--- src/hdl/tspd_pkg.sv ---
// Constants and helpers for the tagged serial payload deframer.
// No dependencies; used by scoped names from the top level.
package tspd_pkg;

  localparam int unsigned ByteW   = 8;
  localparam int unsigned LenW    = 16;
  localparam int unsigned HdrCntW = 3;
  localparam int unsigned SpcCntW = 2;
  // Length accumulator before range check: len * 10 + digit
  localparam int unsigned AccW    = LenW + 4;

  localparam logic [LenW-1:0]    MaxPayload = 16'd65535;

  localparam logic [ByteW-1:0]   ChTag   = 8'h73;  // 's'
  localparam logic [ByteW-1:0]   ChSpace = 8'h20;  // ' '
  localparam logic [ByteW-1:0]   ChZero  = 8'h30;  // '0'
  localparam logic [ByteW-1:0]   ChNine  = 8'h39;  // '9'
  localparam logic [ByteW-1:0]   ChFour  = 8'h34;  // '4'

  localparam logic [HdrCntW-1:0] PosTag     = 3'd0;
  localparam logic [HdrCntW-1:0] PosPort    = 3'd1;
  localparam logic [HdrCntW-1:0] PosKwFirst = 3'd3;
  localparam logic [HdrCntW-1:0] PosKwLast  = 3'd6;
  localparam logic [HdrCntW-1:0] PosSat     = 3'd7;

  localparam logic [SpcCntW-1:0] SpcLength = 2'd2;
  localparam logic [SpcCntW-1:0] SpcDone   = 2'd3;

  // Characters of the "data" keyword
  function automatic logic [ByteW-1:0] keyword_char(input logic [1:0] idx);
    logic [ByteW-1:0] ch;
    unique case (idx)
      2'd0:    ch = 8'h64;  // 'd'
      2'd1:    ch = 8'h61;  // 'a'
      2'd2:    ch = 8'h74;  // 't'
      default: ch = 8'h61;  // 'a'
    endcase
    return ch;
  endfunction

endpackage

--- src/hdl/tagged_serial_payload_deframer.sv ---
// Tagged serial payload deframer: header hunt, length check, payload pass-through.
// Depends on tspd_pkg.
//
// Usage
//   Slave channel: one received byte per transfer on s_axis_tdata.
//   Master channel: one result per transfer. m_axis_tdata is the payload byte,
//   m_axis_tlast marks the final byte of a frame, m_axis_tuser flags a header
//   whose length field was empty, non-numeric, zero or too large (tdata zero).
//   Frames are "s<port> data <len> " followed by <len> payload bytes; header
//   bytes and dropped bytes give no result.
// Pipeline and throughput
//   A byte taken in sits in the input register and is then decoded into the
//   result register, from which its result is offered on the master side.
//   One byte per cycle is sustained while the master side takes results; the
//   single decode stage between the two registers sets this.
// Reset
//   rst_ni empties both registers and clears the frame state; the block hunts a header.
// Stalls
//   With m_axis_tready low the result holds, the input register still fills,
//   and s_axis_tready drops only once both registers are occupied.
module tagged_serial_payload_deframer (
  input  logic       clk_i,
  input  logic       rst_ni,
  input  logic       s_axis_tvalid,
  output logic       s_axis_tready,
  input  logic [7:0] s_axis_tdata,   // [7:0] rx_byte
  output logic       m_axis_tvalid,
  input  logic       m_axis_tready,
  output logic [7:0] m_axis_tdata,   // [7:0] payload_byte
  output logic       m_axis_tlast,   // frame_end
  output logic       m_axis_tuser    // [0] bad_length
);

  localparam int unsigned ByteW   = tspd_pkg::ByteW;
  localparam int unsigned LenW    = tspd_pkg::LenW;
  localparam int unsigned HdrCntW = tspd_pkg::HdrCntW;
  localparam int unsigned SpcCntW = tspd_pkg::SpcCntW;
  localparam int unsigned AccW    = tspd_pkg::AccW;

  // Input register
  logic             in_valid_q;
  logic [ByteW-1:0] in_byte_q;

  // Frame state
  logic               in_payload_q, in_payload_d;
  logic [HdrCntW-1:0] hdr_cnt_q, hdr_cnt_d;
  logic [SpcCntW-1:0] spc_cnt_q, spc_cnt_d;
  logic               tag_match_q, tag_match_d;
  logic [LenW-1:0]    len_q, len_d;
  logic               len_ok_q, len_ok_d;
  logic [LenW-1:0]    left_q, left_d;

  // Result register
  logic             out_valid_q;
  logic [ByteW-1:0] out_byte_q, out_byte_d;
  logic             out_last_q, out_last_d;
  logic             out_bad_q, out_bad_d;
  logic             res_valid;

  logic advance;
  logic in_xfer;

  // Decode helpers
  logic [ByteW-1:0] b;
  logic             is_digit;
  logic             kw_pos;
  logic             kw_hit;
  logic             drop;
  logic [AccW-1:0]  acc;
  logic [AccW-1:0]  len_ext;

  assign advance       = in_valid_q && (!out_valid_q || m_axis_tready);
  assign s_axis_tready = !in_valid_q || advance;
  assign in_xfer       = s_axis_tvalid && s_axis_tready;

  assign b        = in_byte_q;
  assign is_digit = (b >= tspd_pkg::ChZero) && (b <= tspd_pkg::ChNine);
  assign kw_pos   = (hdr_cnt_q >= tspd_pkg::PosKwFirst) && (hdr_cnt_q <= tspd_pkg::PosKwLast);
  assign kw_hit   = (b == tspd_pkg::keyword_char(2'(hdr_cnt_q - tspd_pkg::PosKwFirst)));
  assign len_ext  = {{(AccW-LenW){1'b0}}, len_q};
  // len * 10 + digit as two shifts and adds
  assign acc      = (len_ext << 3) + (len_ext << 1)
                  + {{(AccW-4){1'b0}}, 4'(b - tspd_pkg::ChZero)};

  // Tag, port and keyword checks
  always_comb begin
    drop = 1'b0;
    if ((hdr_cnt_q == tspd_pkg::PosTag) && (b != tspd_pkg::ChTag)) begin
      drop = 1'b1;
    end
    if ((hdr_cnt_q == tspd_pkg::PosPort) &&
        ((b < tspd_pkg::ChZero) || (b > tspd_pkg::ChFour))) begin
      drop = 1'b1;
    end
    if ((hdr_cnt_q == tspd_pkg::PosKwLast) && !(tag_match_q && kw_hit)) begin
      drop = 1'b1;
    end
  end

  always_comb begin
    in_payload_d = in_payload_q;
    hdr_cnt_d    = hdr_cnt_q;
    spc_cnt_d    = spc_cnt_q;
    tag_match_d  = tag_match_q;
    len_d        = len_q;
    len_ok_d     = len_ok_q;
    left_d       = left_q;
    res_valid    = 1'b0;
    out_byte_d   = b;
    out_last_d   = 1'b0;
    out_bad_d    = 1'b0;

    if (in_payload_q) begin
      res_valid  = 1'b1;
      out_last_d = (left_q <= LenW'(1));
      if (left_q <= LenW'(1)) begin
        in_payload_d = 1'b0;
        hdr_cnt_d    = '0;
        spc_cnt_d    = '0;
        tag_match_d  = 1'b1;
        len_d        = '0;
        len_ok_d     = 1'b1;
        left_d       = '0;
      end else begin
        left_d = left_q - LenW'(1);
      end
    end else if (drop) begin
      hdr_cnt_d   = '0;
      spc_cnt_d   = '0;
      tag_match_d = 1'b1;
      len_d       = '0;
      len_ok_d    = 1'b1;
      left_d      = '0;
    end else begin
      if (kw_pos && !kw_hit) begin
        tag_match_d = 1'b0;
      end
      if (hdr_cnt_q != tspd_pkg::PosSat) begin
        hdr_cnt_d = hdr_cnt_q + HdrCntW'(1);
      end

      if (b == tspd_pkg::ChSpace) begin
        spc_cnt_d = spc_cnt_q + SpcCntW'(1);
      end else if (spc_cnt_q == tspd_pkg::SpcLength) begin
        if (!is_digit) begin
          len_ok_d = 1'b0;
        end else if (len_ok_q) begin
          if (acc > {{(AccW-LenW){1'b0}}, tspd_pkg::MaxPayload}) begin
            len_ok_d = 1'b0;
          end else begin
            len_d = acc[LenW-1:0];
          end
        end
      end

      // Third space closes the header
      if (spc_cnt_d == tspd_pkg::SpcDone) begin
        if (!len_ok_d || (len_d == '0)) begin
          res_valid   = 1'b1;
          out_byte_d  = '0;
          out_bad_d   = 1'b1;
          hdr_cnt_d   = '0;
          spc_cnt_d   = '0;
          tag_match_d = 1'b1;
          len_d       = '0;
          len_ok_d    = 1'b1;
          left_d      = '0;
        end else begin
          left_d       = len_d;
          in_payload_d = 1'b1;
        end
      end
    end
  end

  // Control and frame state
  always_ff @(posedge clk_i or negedge rst_ni) begin
    if (!rst_ni) begin
      in_valid_q   <= 1'b0;
      out_valid_q  <= 1'b0;
      in_payload_q <= 1'b0;
      hdr_cnt_q    <= '0;
      spc_cnt_q    <= '0;
      tag_match_q  <= 1'b1;
      len_q        <= '0;
      len_ok_q     <= 1'b1;
      left_q       <= '0;
    end else begin
      if (in_xfer) begin
        in_valid_q <= 1'b1;
      end else if (advance) begin
        in_valid_q <= 1'b0;
      end

      if (advance && res_valid) begin
        out_valid_q <= 1'b1;
      end else if (m_axis_tready) begin
        out_valid_q <= 1'b0;
      end

      if (advance) begin
        in_payload_q <= in_payload_d;
        hdr_cnt_q    <= hdr_cnt_d;
        spc_cnt_q    <= spc_cnt_d;
        tag_match_q  <= tag_match_d;
        len_q        <= len_d;
        len_ok_q     <= len_ok_d;
        left_q       <= left_d;
      end
    end
  end

  // Data registers, no reset
  always_ff @(posedge clk_i) begin
    if (in_xfer) begin
      in_byte_q <= s_axis_tdata;
    end
    if (advance && res_valid) begin
      out_byte_q <= out_byte_d;
      out_last_q <= out_last_d;
      out_bad_q  <= out_bad_d;
    end
  end

  assign m_axis_tvalid = out_valid_q;
  assign m_axis_tdata  = out_byte_q;
  assign m_axis_tlast  = out_last_q;
  assign m_axis_tuser  = out_bad_q;

endmodule

--- config.mk ---
export PLATFORM = sky130hd
export DESIGN_NAME = tagged_serial_payload_deframer
export DESIGN_NICKNAME = d
export VERILOG_FILES = /design/src/hdl/tspd_pkg.sv /design/src/hdl/tagged_serial_payload_deframer.sv
export SDC_FILE = /design/constraint.sdc
export NUM_CORES = 1
export LEC_CHECK = 0
export BUFFER_PORTS_ARGS = -buffer_cell sky130_fd_sc_hd__buf_2
export CORE_AREA = 2 2 137 139
export CTS_BUF_LIST = sky130_fd_sc_hd__clkbuf_4 sky130_fd_sc_hd__clkbuf_8
export DETAILED_ROUTE_END_ITERATION = 8
export DIE_AREA = 0 0 139 141
export GPL_ROUTABILITY_DRIVEN = 1
export GPL_TIMING_DRIVEN = 0
export PLACE_DENSITY = 0.44
export SLEW_MARGIN = 20
export SYNTH_ARGS = -nofsm -noshare
export SYNTH_HDL_FRONTEND = slang
export SYNTH_SLANG_ARGS = --single-unit
--- constraint.sdc ---
create_clock -name clk_i -period 11.2 [get_ports clk_i]
set_input_delay 1.68 -clock clk_i [delete_from_list [all_inputs] [get_ports clk_i]]
set_output_delay 1.68 -clock clk_i [all_outputs]
set_load 0.01 [all_outputs]
==> metrics.txt, run 1 <==
status complete, no violations; Comb power frac 0.112; nature of the critical path endpoint flop; Yosys warnings 0; largest net degree at the start of global routing 43; total length of routed wires 12620 um; CTS Buf Count 9; xor-xnor portion of the synthesized cell area 0.02366; max_slew headroom 0.3446; GRT overflow 0; Overall Global Routing Usage 0.1318; post-CTS resize count 0; fin crit share 0.4439; Post-Syn Nets 539; register area share after synthesis 0.3588; Net Sw Power 127.8 uW; Int Pwr 326.8 uW; DRT Pass-1 Iters 4; Post-Syn Area 4443 sq um; switching power share of the total 0.2811; critical-path maximum fanout 10; Initial Utilization 0.2432; Fmax achieved 0.2011 GHz; CTS max path bufs 2; first-pass GRT wire length 20710 um; final-report hold violation count 0; global placer's final weighted congestion 0.8403; CP arrival 4.94 ns; ys flop type dfrtp_1; CTS Hold Bufs 0; setup bufs post-CTS 0; Max VDD drop 0.03733 mV; CP required 11.17 ns; row cnt 50; DRT antenna net count 0; setup TNS 0 ns; EDFF count, synth 18; clock latency on the worst-skew pair 0.35 ns; Final setup viols 0; WL/cell 16.63 um; mux cell area share after synthesis 0.02957; chip height 141 um; largest family of logic cells by synthesized area compound AO/OA/AOI/OAI gates; post-synthesis register bit count 60; vias per cell 5.074; unrepaired setup endpoints after global routing no; Core ar. 18270 sq um; DR DRC count 0; die width 139 um; Final Util 0.2745; Pleak 0.002157 uW; Final HPWL DP 9741 um; initial antenna violation count 0; Pwr Density 90.67 nW/um^2; critical path startpoint category flop; Worst-Margin Slew 0.9584 ns; Iteration-0 DRC Markers 245; clock network fraction of total power 0.371; clk sink count 60; H-tree Lvls 3; post-synthesis cell count 486; Avg Cell Area, Syn 9.142 sq um; layout cells sized above 1 0.1238; Root Driver clkbuf_8; adder-cell share of the synthesized area 0.1188; vias in the first global route 3814; CTS tree done; WS Path Type reg -> reg; worst hold path class reg -> reg; Setup Skew 0.009096 ns; vias 3851; Max-cap violations 0; Nets 573; Sequential Power Share 0.517; fraction of the mapped netlist area in simple logic gates 0.2005; Tmin final 4.972 ns; synth-to-layout area growth 12.84%; Compound-Gate Fraction of Synth Area 0.2275; IO Port Bufs 23; Die ar. 19600 sq um; Cell variety after synth 66; n_diodes 0; Ports 24; async set or reset register ratio after synthesis 0.7000; clock-pin slew on the worst setup and hold paths 0.07 ns; max-slew violations 0
registers in the layout (all words and copies together) (netlist names):
register and count:
left_q 16, len_q 16, b 8, m_axis_tdata 8, hdr_cnt_q 3, spc_cnt_q 2
in_payload_q 1, in_valid_q 1, len_ok_q 1, m_axis_tlast 1, m_axis_tuser 1, m_axis_tvalid 1
tag_match_q 1
metal layers:
metal	up-vias	share of wire	GRT usage
met3	13	0.034	0.02004
met1	1873	0.48	0.1821
met2	65	0.47	0.2134
met4	0	0.015	0.04040
met5	-	0	0
li1	1900	-	-
cells in the final DEF (no fill, tap or decap), types with 4 or more instances in the layout:
master / count
o211ai_1: 5
a211oi_1: 4
a31oi_1: 6
buf_2: 31
nor3_1: 16
nor4_1: 8
ha_1: 39
clkbuf_8: 9
a22o_1: 11
or3_1: 6
xor2_1: 5
xnor2_1: 7
dfrtp_1: 40
o21bai_1: 4
o221ai_1: 11
clkbuf_1: 11
nor2_1: 36
nand3_1: 15
o21ai_0: 32
clkinv_2: 4
a21o_1: 8
nand2b_1: 7
nor2b_1: 6
nand2_1: 43
and2_1: 7
mux2i_1: 12
a21oi_1: 29
nand4_1: 8
inv_1: 21
o22ai_1: 6
edfxtp_1: 18
worst paths after layout:
| kind | start | to | slack [ns] | cells after the start |
|---|---|---|---|---|
| max in group asynchronous | rst_ni | hdr_cnt_q[0] | 9.09 | 1 |
| min | left_q[13] | left_q[13] | 0.52 | 2 |
| min reg2reg | left_q[13] | left_q[13] | 0.52 | 2 |
| max | b[3] | m_axis_tdata[0] | 6.23 | 13 |
| min in group asynchronous | rst_ni | len_q[6] | 1.50 | 1 |
| max reg2reg | b[3] | m_axis_tdata[0] | 6.23 | 13 |
critical path, cell delays in order, from the launching register on:
cell and delay (ns):
edfxtp_1 0.37, inv_1 0.13, fa_1 0.55, inv_1 0.07
fa_1 0.47, a21oi_2 0.26, nor3_1 0.07, or3_1 0.43
a2111o_1 0.43, a2111oi_2 0.27, nand4_1 0.25, a21oi_1 0.40
a31oi_1 0.19, nor2_1 0.69
power by group through the flow:
stage,clock network [uW],logic (uW),registers [uW]
2_1_floorplan,0,34.2,237
3_3_place_gp,0,51.3,239
3_5_place_dp,0,51.2,240
4_1_cts,174,51.7,235
5_1_grt,182,57.6,236
6_report,168,51.0,235
cells in the mapped netlist (5+ instances only):
cell       n  area [sq um]
nor2b_1    6         37.54
edfxtp_1  18         540.5
clkbuf_1  11         41.29
inv_1     21         78.83
nand2_1   43         161.4
o22ai_1    6         37.54
nor4_1     8         50.05
dfrtp_1   40          1001
o221ai_1  11         96.34
a31oi_1    6         37.54
buf_2      8         40.04
o21ai_0   32         160.2
xnor2_1    7         61.31
ha_1      39         488.0
a21oi_1   29         145.1
nor2_1    36         135.1
and2_1     7         43.79
xor2_1     5         43.79
nand2b_1   7         43.79
or3_1      6         37.54
o211ai_1   5         37.54
nor3_1    16         80.08
a22o_1    11         96.34
a21o_1     8         60.06
mux2i_1   12         120.1
nand3_1   15         75.07
nand4_1    8         50.05
cell type report:
class | instances | area (sq um)
multi-input combinational | 384 | 2666
clock buffer | 10 | 131.4
clock inverter | 6 | 31.28
fill | 1956 | 13250
buffer | 21 | 103.9
tap | 234 | 292.8
timing repair buffer | 23 | 115.1
sequential | 60 | 1594
inverter | 21 | 78.83
logic make-up after synthesis:
logic type / Yosys count
AOI/OAI and AO/OA: 144
xor gates and xnor gates: 12
buffers and inverters: 42
adders and majority gates: 41
and+or+nand+nor: 174
DFF: 60
muxes: 13
through the flow:
stage	setup WS, ns	cells	cell area (sq um)	hold WS (ns)	total power (uW)
floorplan	7.041	486	4443	0.4737	271.4
global placement	6.204	743	4851	0.5027	290.5
detailed placement	6.129	743	4851	0.4950	290.7
CTS	6.122	759	5014	0.5184	461.1
global route	5.842	759	5014	0.5509	475.9
finish	6.228	759	5014	0.5235	454.6
Power figures use the tool's default switching activity.
==> inputs of run 2 (changes only) <==
--- a/config.mk
+++ b/config.mk
@@ -12,7 +12,7 @@
 export DIE_AREA = 0 0 139 141
 export GPL_ROUTABILITY_DRIVEN = 1
 export GPL_TIMING_DRIVEN = 0
-export PLACE_DENSITY = 0.44
+export PLACE_DENSITY = 0.45
 export SLEW_MARGIN = 20
 export SYNTH_ARGS = -nofsm -noshare
 export SYNTH_HDL_FRONTEND = slang
==> constraint.sdc (replaced) <==
create_clock -name clk_i -period 4.1 [get_ports clk_i]
set_input_delay 0.615 -clock clk_i [delete_from_list [all_inputs] [get_ports clk_i]]
set_output_delay 0.615 -clock clk_i [all_outputs]
set_load 0.01 [all_outputs]
==> run 2 against run 1 <==
Clock power grew to 3.5 times the previous value. Sequential cell count unchanged. Critical path type unchanged. Critical endpoint is now hdr_cnt_q[0]. Global-route usage about the same. First-iteration DRC count increased by 7.8%. Sequential power grew to 2.7 times the previous value. Worst setup slack lost 6.1 ns. Sequential share of layout area down 2.1 points. Hold slack worse by 0.26 ns. Largest power group unchanged. Non-clock buffer count increased by 18.
==> metrics.txt, run 2 (synthesis gave the netlist of run 1 again) <==
status complete, no violations; clock-pin slew on the worst setup and hold paths 0.07 ns (about the same); WS Path Type reg -> reg; WL/cell 16.51 um (-0.75%); Top Registers left_q (16), len_q (16); commonest non-fill, non-tap cell in the layout nand2_1; met1 Track Usage GR 0.1841 (+0.002047); Worst-Margin Slew 0.7422 ns (-0.2161 ns); CP arrival 4.21 ns (-0.73 ns); met3 Resource Use GR 0.01563 (-0.004416); CTS Buf Count 9 (unchanged); Pleak 0.002287 uW (+6.0%); Max VDD drop 0.2703 mV (+620%); layout cells sized above 1 0.1878 (+0.06404); initial antenna violation count 0 (unchanged); design area 5365 sq um (+7.0%); DP Area 4853 sq um (about the same); fin crit share 0.9708 (+0.5269); DRT Pass-1 Iters 4 (unchanged); CTS max path bufs 2 (unchanged); vias in the first global route 3879 (+1.7%); H-tree Lvls 3 (unchanged); vias per cell 5.143 (+1.4%); total power 1389 uW (+210%); Setup Skew 0.01503 ns (+0.005935 ns); met2 Usage GRT 0.2066 (-0.006741); Nets 591 (+3.1%); CTS Hold Bufs 0 (unchanged); total length of routed wires 12830 um (+1.6%); first-pass GRT wire length 20910 um (+0.94%); DRT antenna net count 0 (unchanged); vias 3996 (+3.8%); max_slew headroom 0.5019 (+0.1573); critical-path maximum fanout 7 (-3); GRT Max-Usage Layer met2; global placer's final weighted congestion 0.8359 (-0.52%); n_diodes 0 (unchanged); Final HPWL DP 9604 um (-1.4%); clock latency on the worst-skew pair 0.36 ns (about the same); IO Port Bufs 23 (unchanged); R2R setup slack 0.12 ns (-6.11 ns); Worst R2R Path Depth 17 (+4); DR DRC count 0 (unchanged); critical path startpoint category flop; Fmax achieved 0.2512 GHz (+25%); Pwr Density 258.9 nW/um^2 (+190%); max-slew violations 0 (unchanged); Overall Global Routing Usage 0.1314 (-0.0004281); nature of the critical path endpoint flop; Core ar. 18270 sq um (unchanged); Iteration-0 DRC Markers 264 (+7.8%); Filler Cells Inserted 1938 (-0.92%); CTS tree done; largest net degree at the start of global routing 43 (unchanged); final-report hold violation count 0 (unchanged); die width 139 um (unchanged); worst reg2reg endpoint hdr_cnt_q[0]; CP required 4.33 ns (-6.84 ns); setup TNS 0 ns (unchanged); Max-cap violations 0 (unchanged); Tmin final 3.980 ns (-0.9915 ns); chip height 141 um (unchanged); Die ar. 19600 sq um (unchanged); Initial Utilization 0.2432 (unchanged); clk sink count 60 (unchanged); worst hold path class in -> async; Ports 24 (unchanged); Final setup viols 0 (unchanged); GRT overflow 0 (unchanged); Root Driver clkbuf_8; row cnt 50 (unchanged); synth-to-layout area growth 20.75%; reg2reg start b[3]; most frequent cells in the layout 43 x nand2_1, 40 x dfrtp_1, 38 x ha_1
-- run 2: cell types whose count changed in the layout (fill, tap and decap cells not counted), moves of 2 or more --
cell and change:
a21oi_1 -2, a21oi_4 +2, buf_2 -5, buf_4 +20
bufinv_16 +2, nor2_4 +2, nor3_1 -3, nor3_2 +3
-- run 2: worst max-delay path by stage --
stage	start	to	cells past startpoint
global placement	b[3]	m_axis_tdata[1]	13
CTS	b[3]	m_axis_tdata[4]	15
detailed placement	b[3]	m_axis_tdata[0]	13
global route	len_q[8]	len_q[15]	13
floorplan	b[3]	m_axis_tdata[0]	13
finish	b[3]	hdr_cnt_q[0]	17
-- run 2: cell type report --
type | count | area [sq um] | area share
clock inverter | 7 | 91.34 | 0.01702
tap | 234 | 292.8 | 0.05457
sequential | 60 | 1594 | 0.2971
buffer | 21 | 121.4 | 0.02262
timing repair buffer | 41 | 265.3 | 0.04944
multi-input combinational | 384 | 2798 | 0.5215
clock buffer | 9 | 123.9 | 0.02309
inverter | 21 | 78.83 | 0.01469
-- run 2: timing repair --
item / 4_1_cts / 5_1_grt
setup endpoints to repair: 58 / 51
pin swaps: 6 / 12
buffers inserted: 9 / 9
gates resized for setup: 16 / 18
gates cloned: 0 / 0
-- run 2: worst max-delay path, stage by stage, from the launching register on --
cell and delay (ns):
edfxtp_1 0.38, inv_2 0.08, fa_1 0.56, inv_1 0.08, fa_2 0.37, a21oi_4 0.23, buf_4 0.14, buf_4 0.09
o21bai_1 0.06, xor2_1 0.17, a2111o_1 0.40, a2111oi_4 0.23, nand4_1 0.12, buf_4 0.18, a21o_1 0.16, buf_6 0.14
a31o_1 0.19, mux2_2 0.26
-- run 2: per-layer routing --
| metal | part of all wire | vias up |
|---|---|---|
| li1 | - | 1940 |
| met1 | 0.49 | 1950 |
| met4 | 0.022 | 0 |
| met5 | 0 | - |
| met3 | 0.029 | 19 |
| met2 | 0.46 | 87 |
-- run 2: per-stage QoR --
stage	util	setup WS [ns]	hold WS (ns)	std cells
4_1_cts	0.2860	-0.003047	0.4167	768
5_1_grt	0.2937	-0.007445	0.3037	777
3_3_place_gp	0.2657	-0.6677	0.5020	743
3_5_place_dp	0.2657	-0.7144	0.5114	743
2_1_floorplan	-	0.1020	0.3194	486
6_report	0.2937	0.1195	0.2608	777
-- run 2: report_power, final --
| part | internal, uW | switching (uW) | leakage (uW) |
|---|---|---|---|
| logic | 52.7 | 98.9 | 0.00143 |
| clock network | 340 | 257 | 0.000109 |
| registers | 626 | 15.4 | 0.000751 |
| total | 1020 | 371 | 0.00229 |
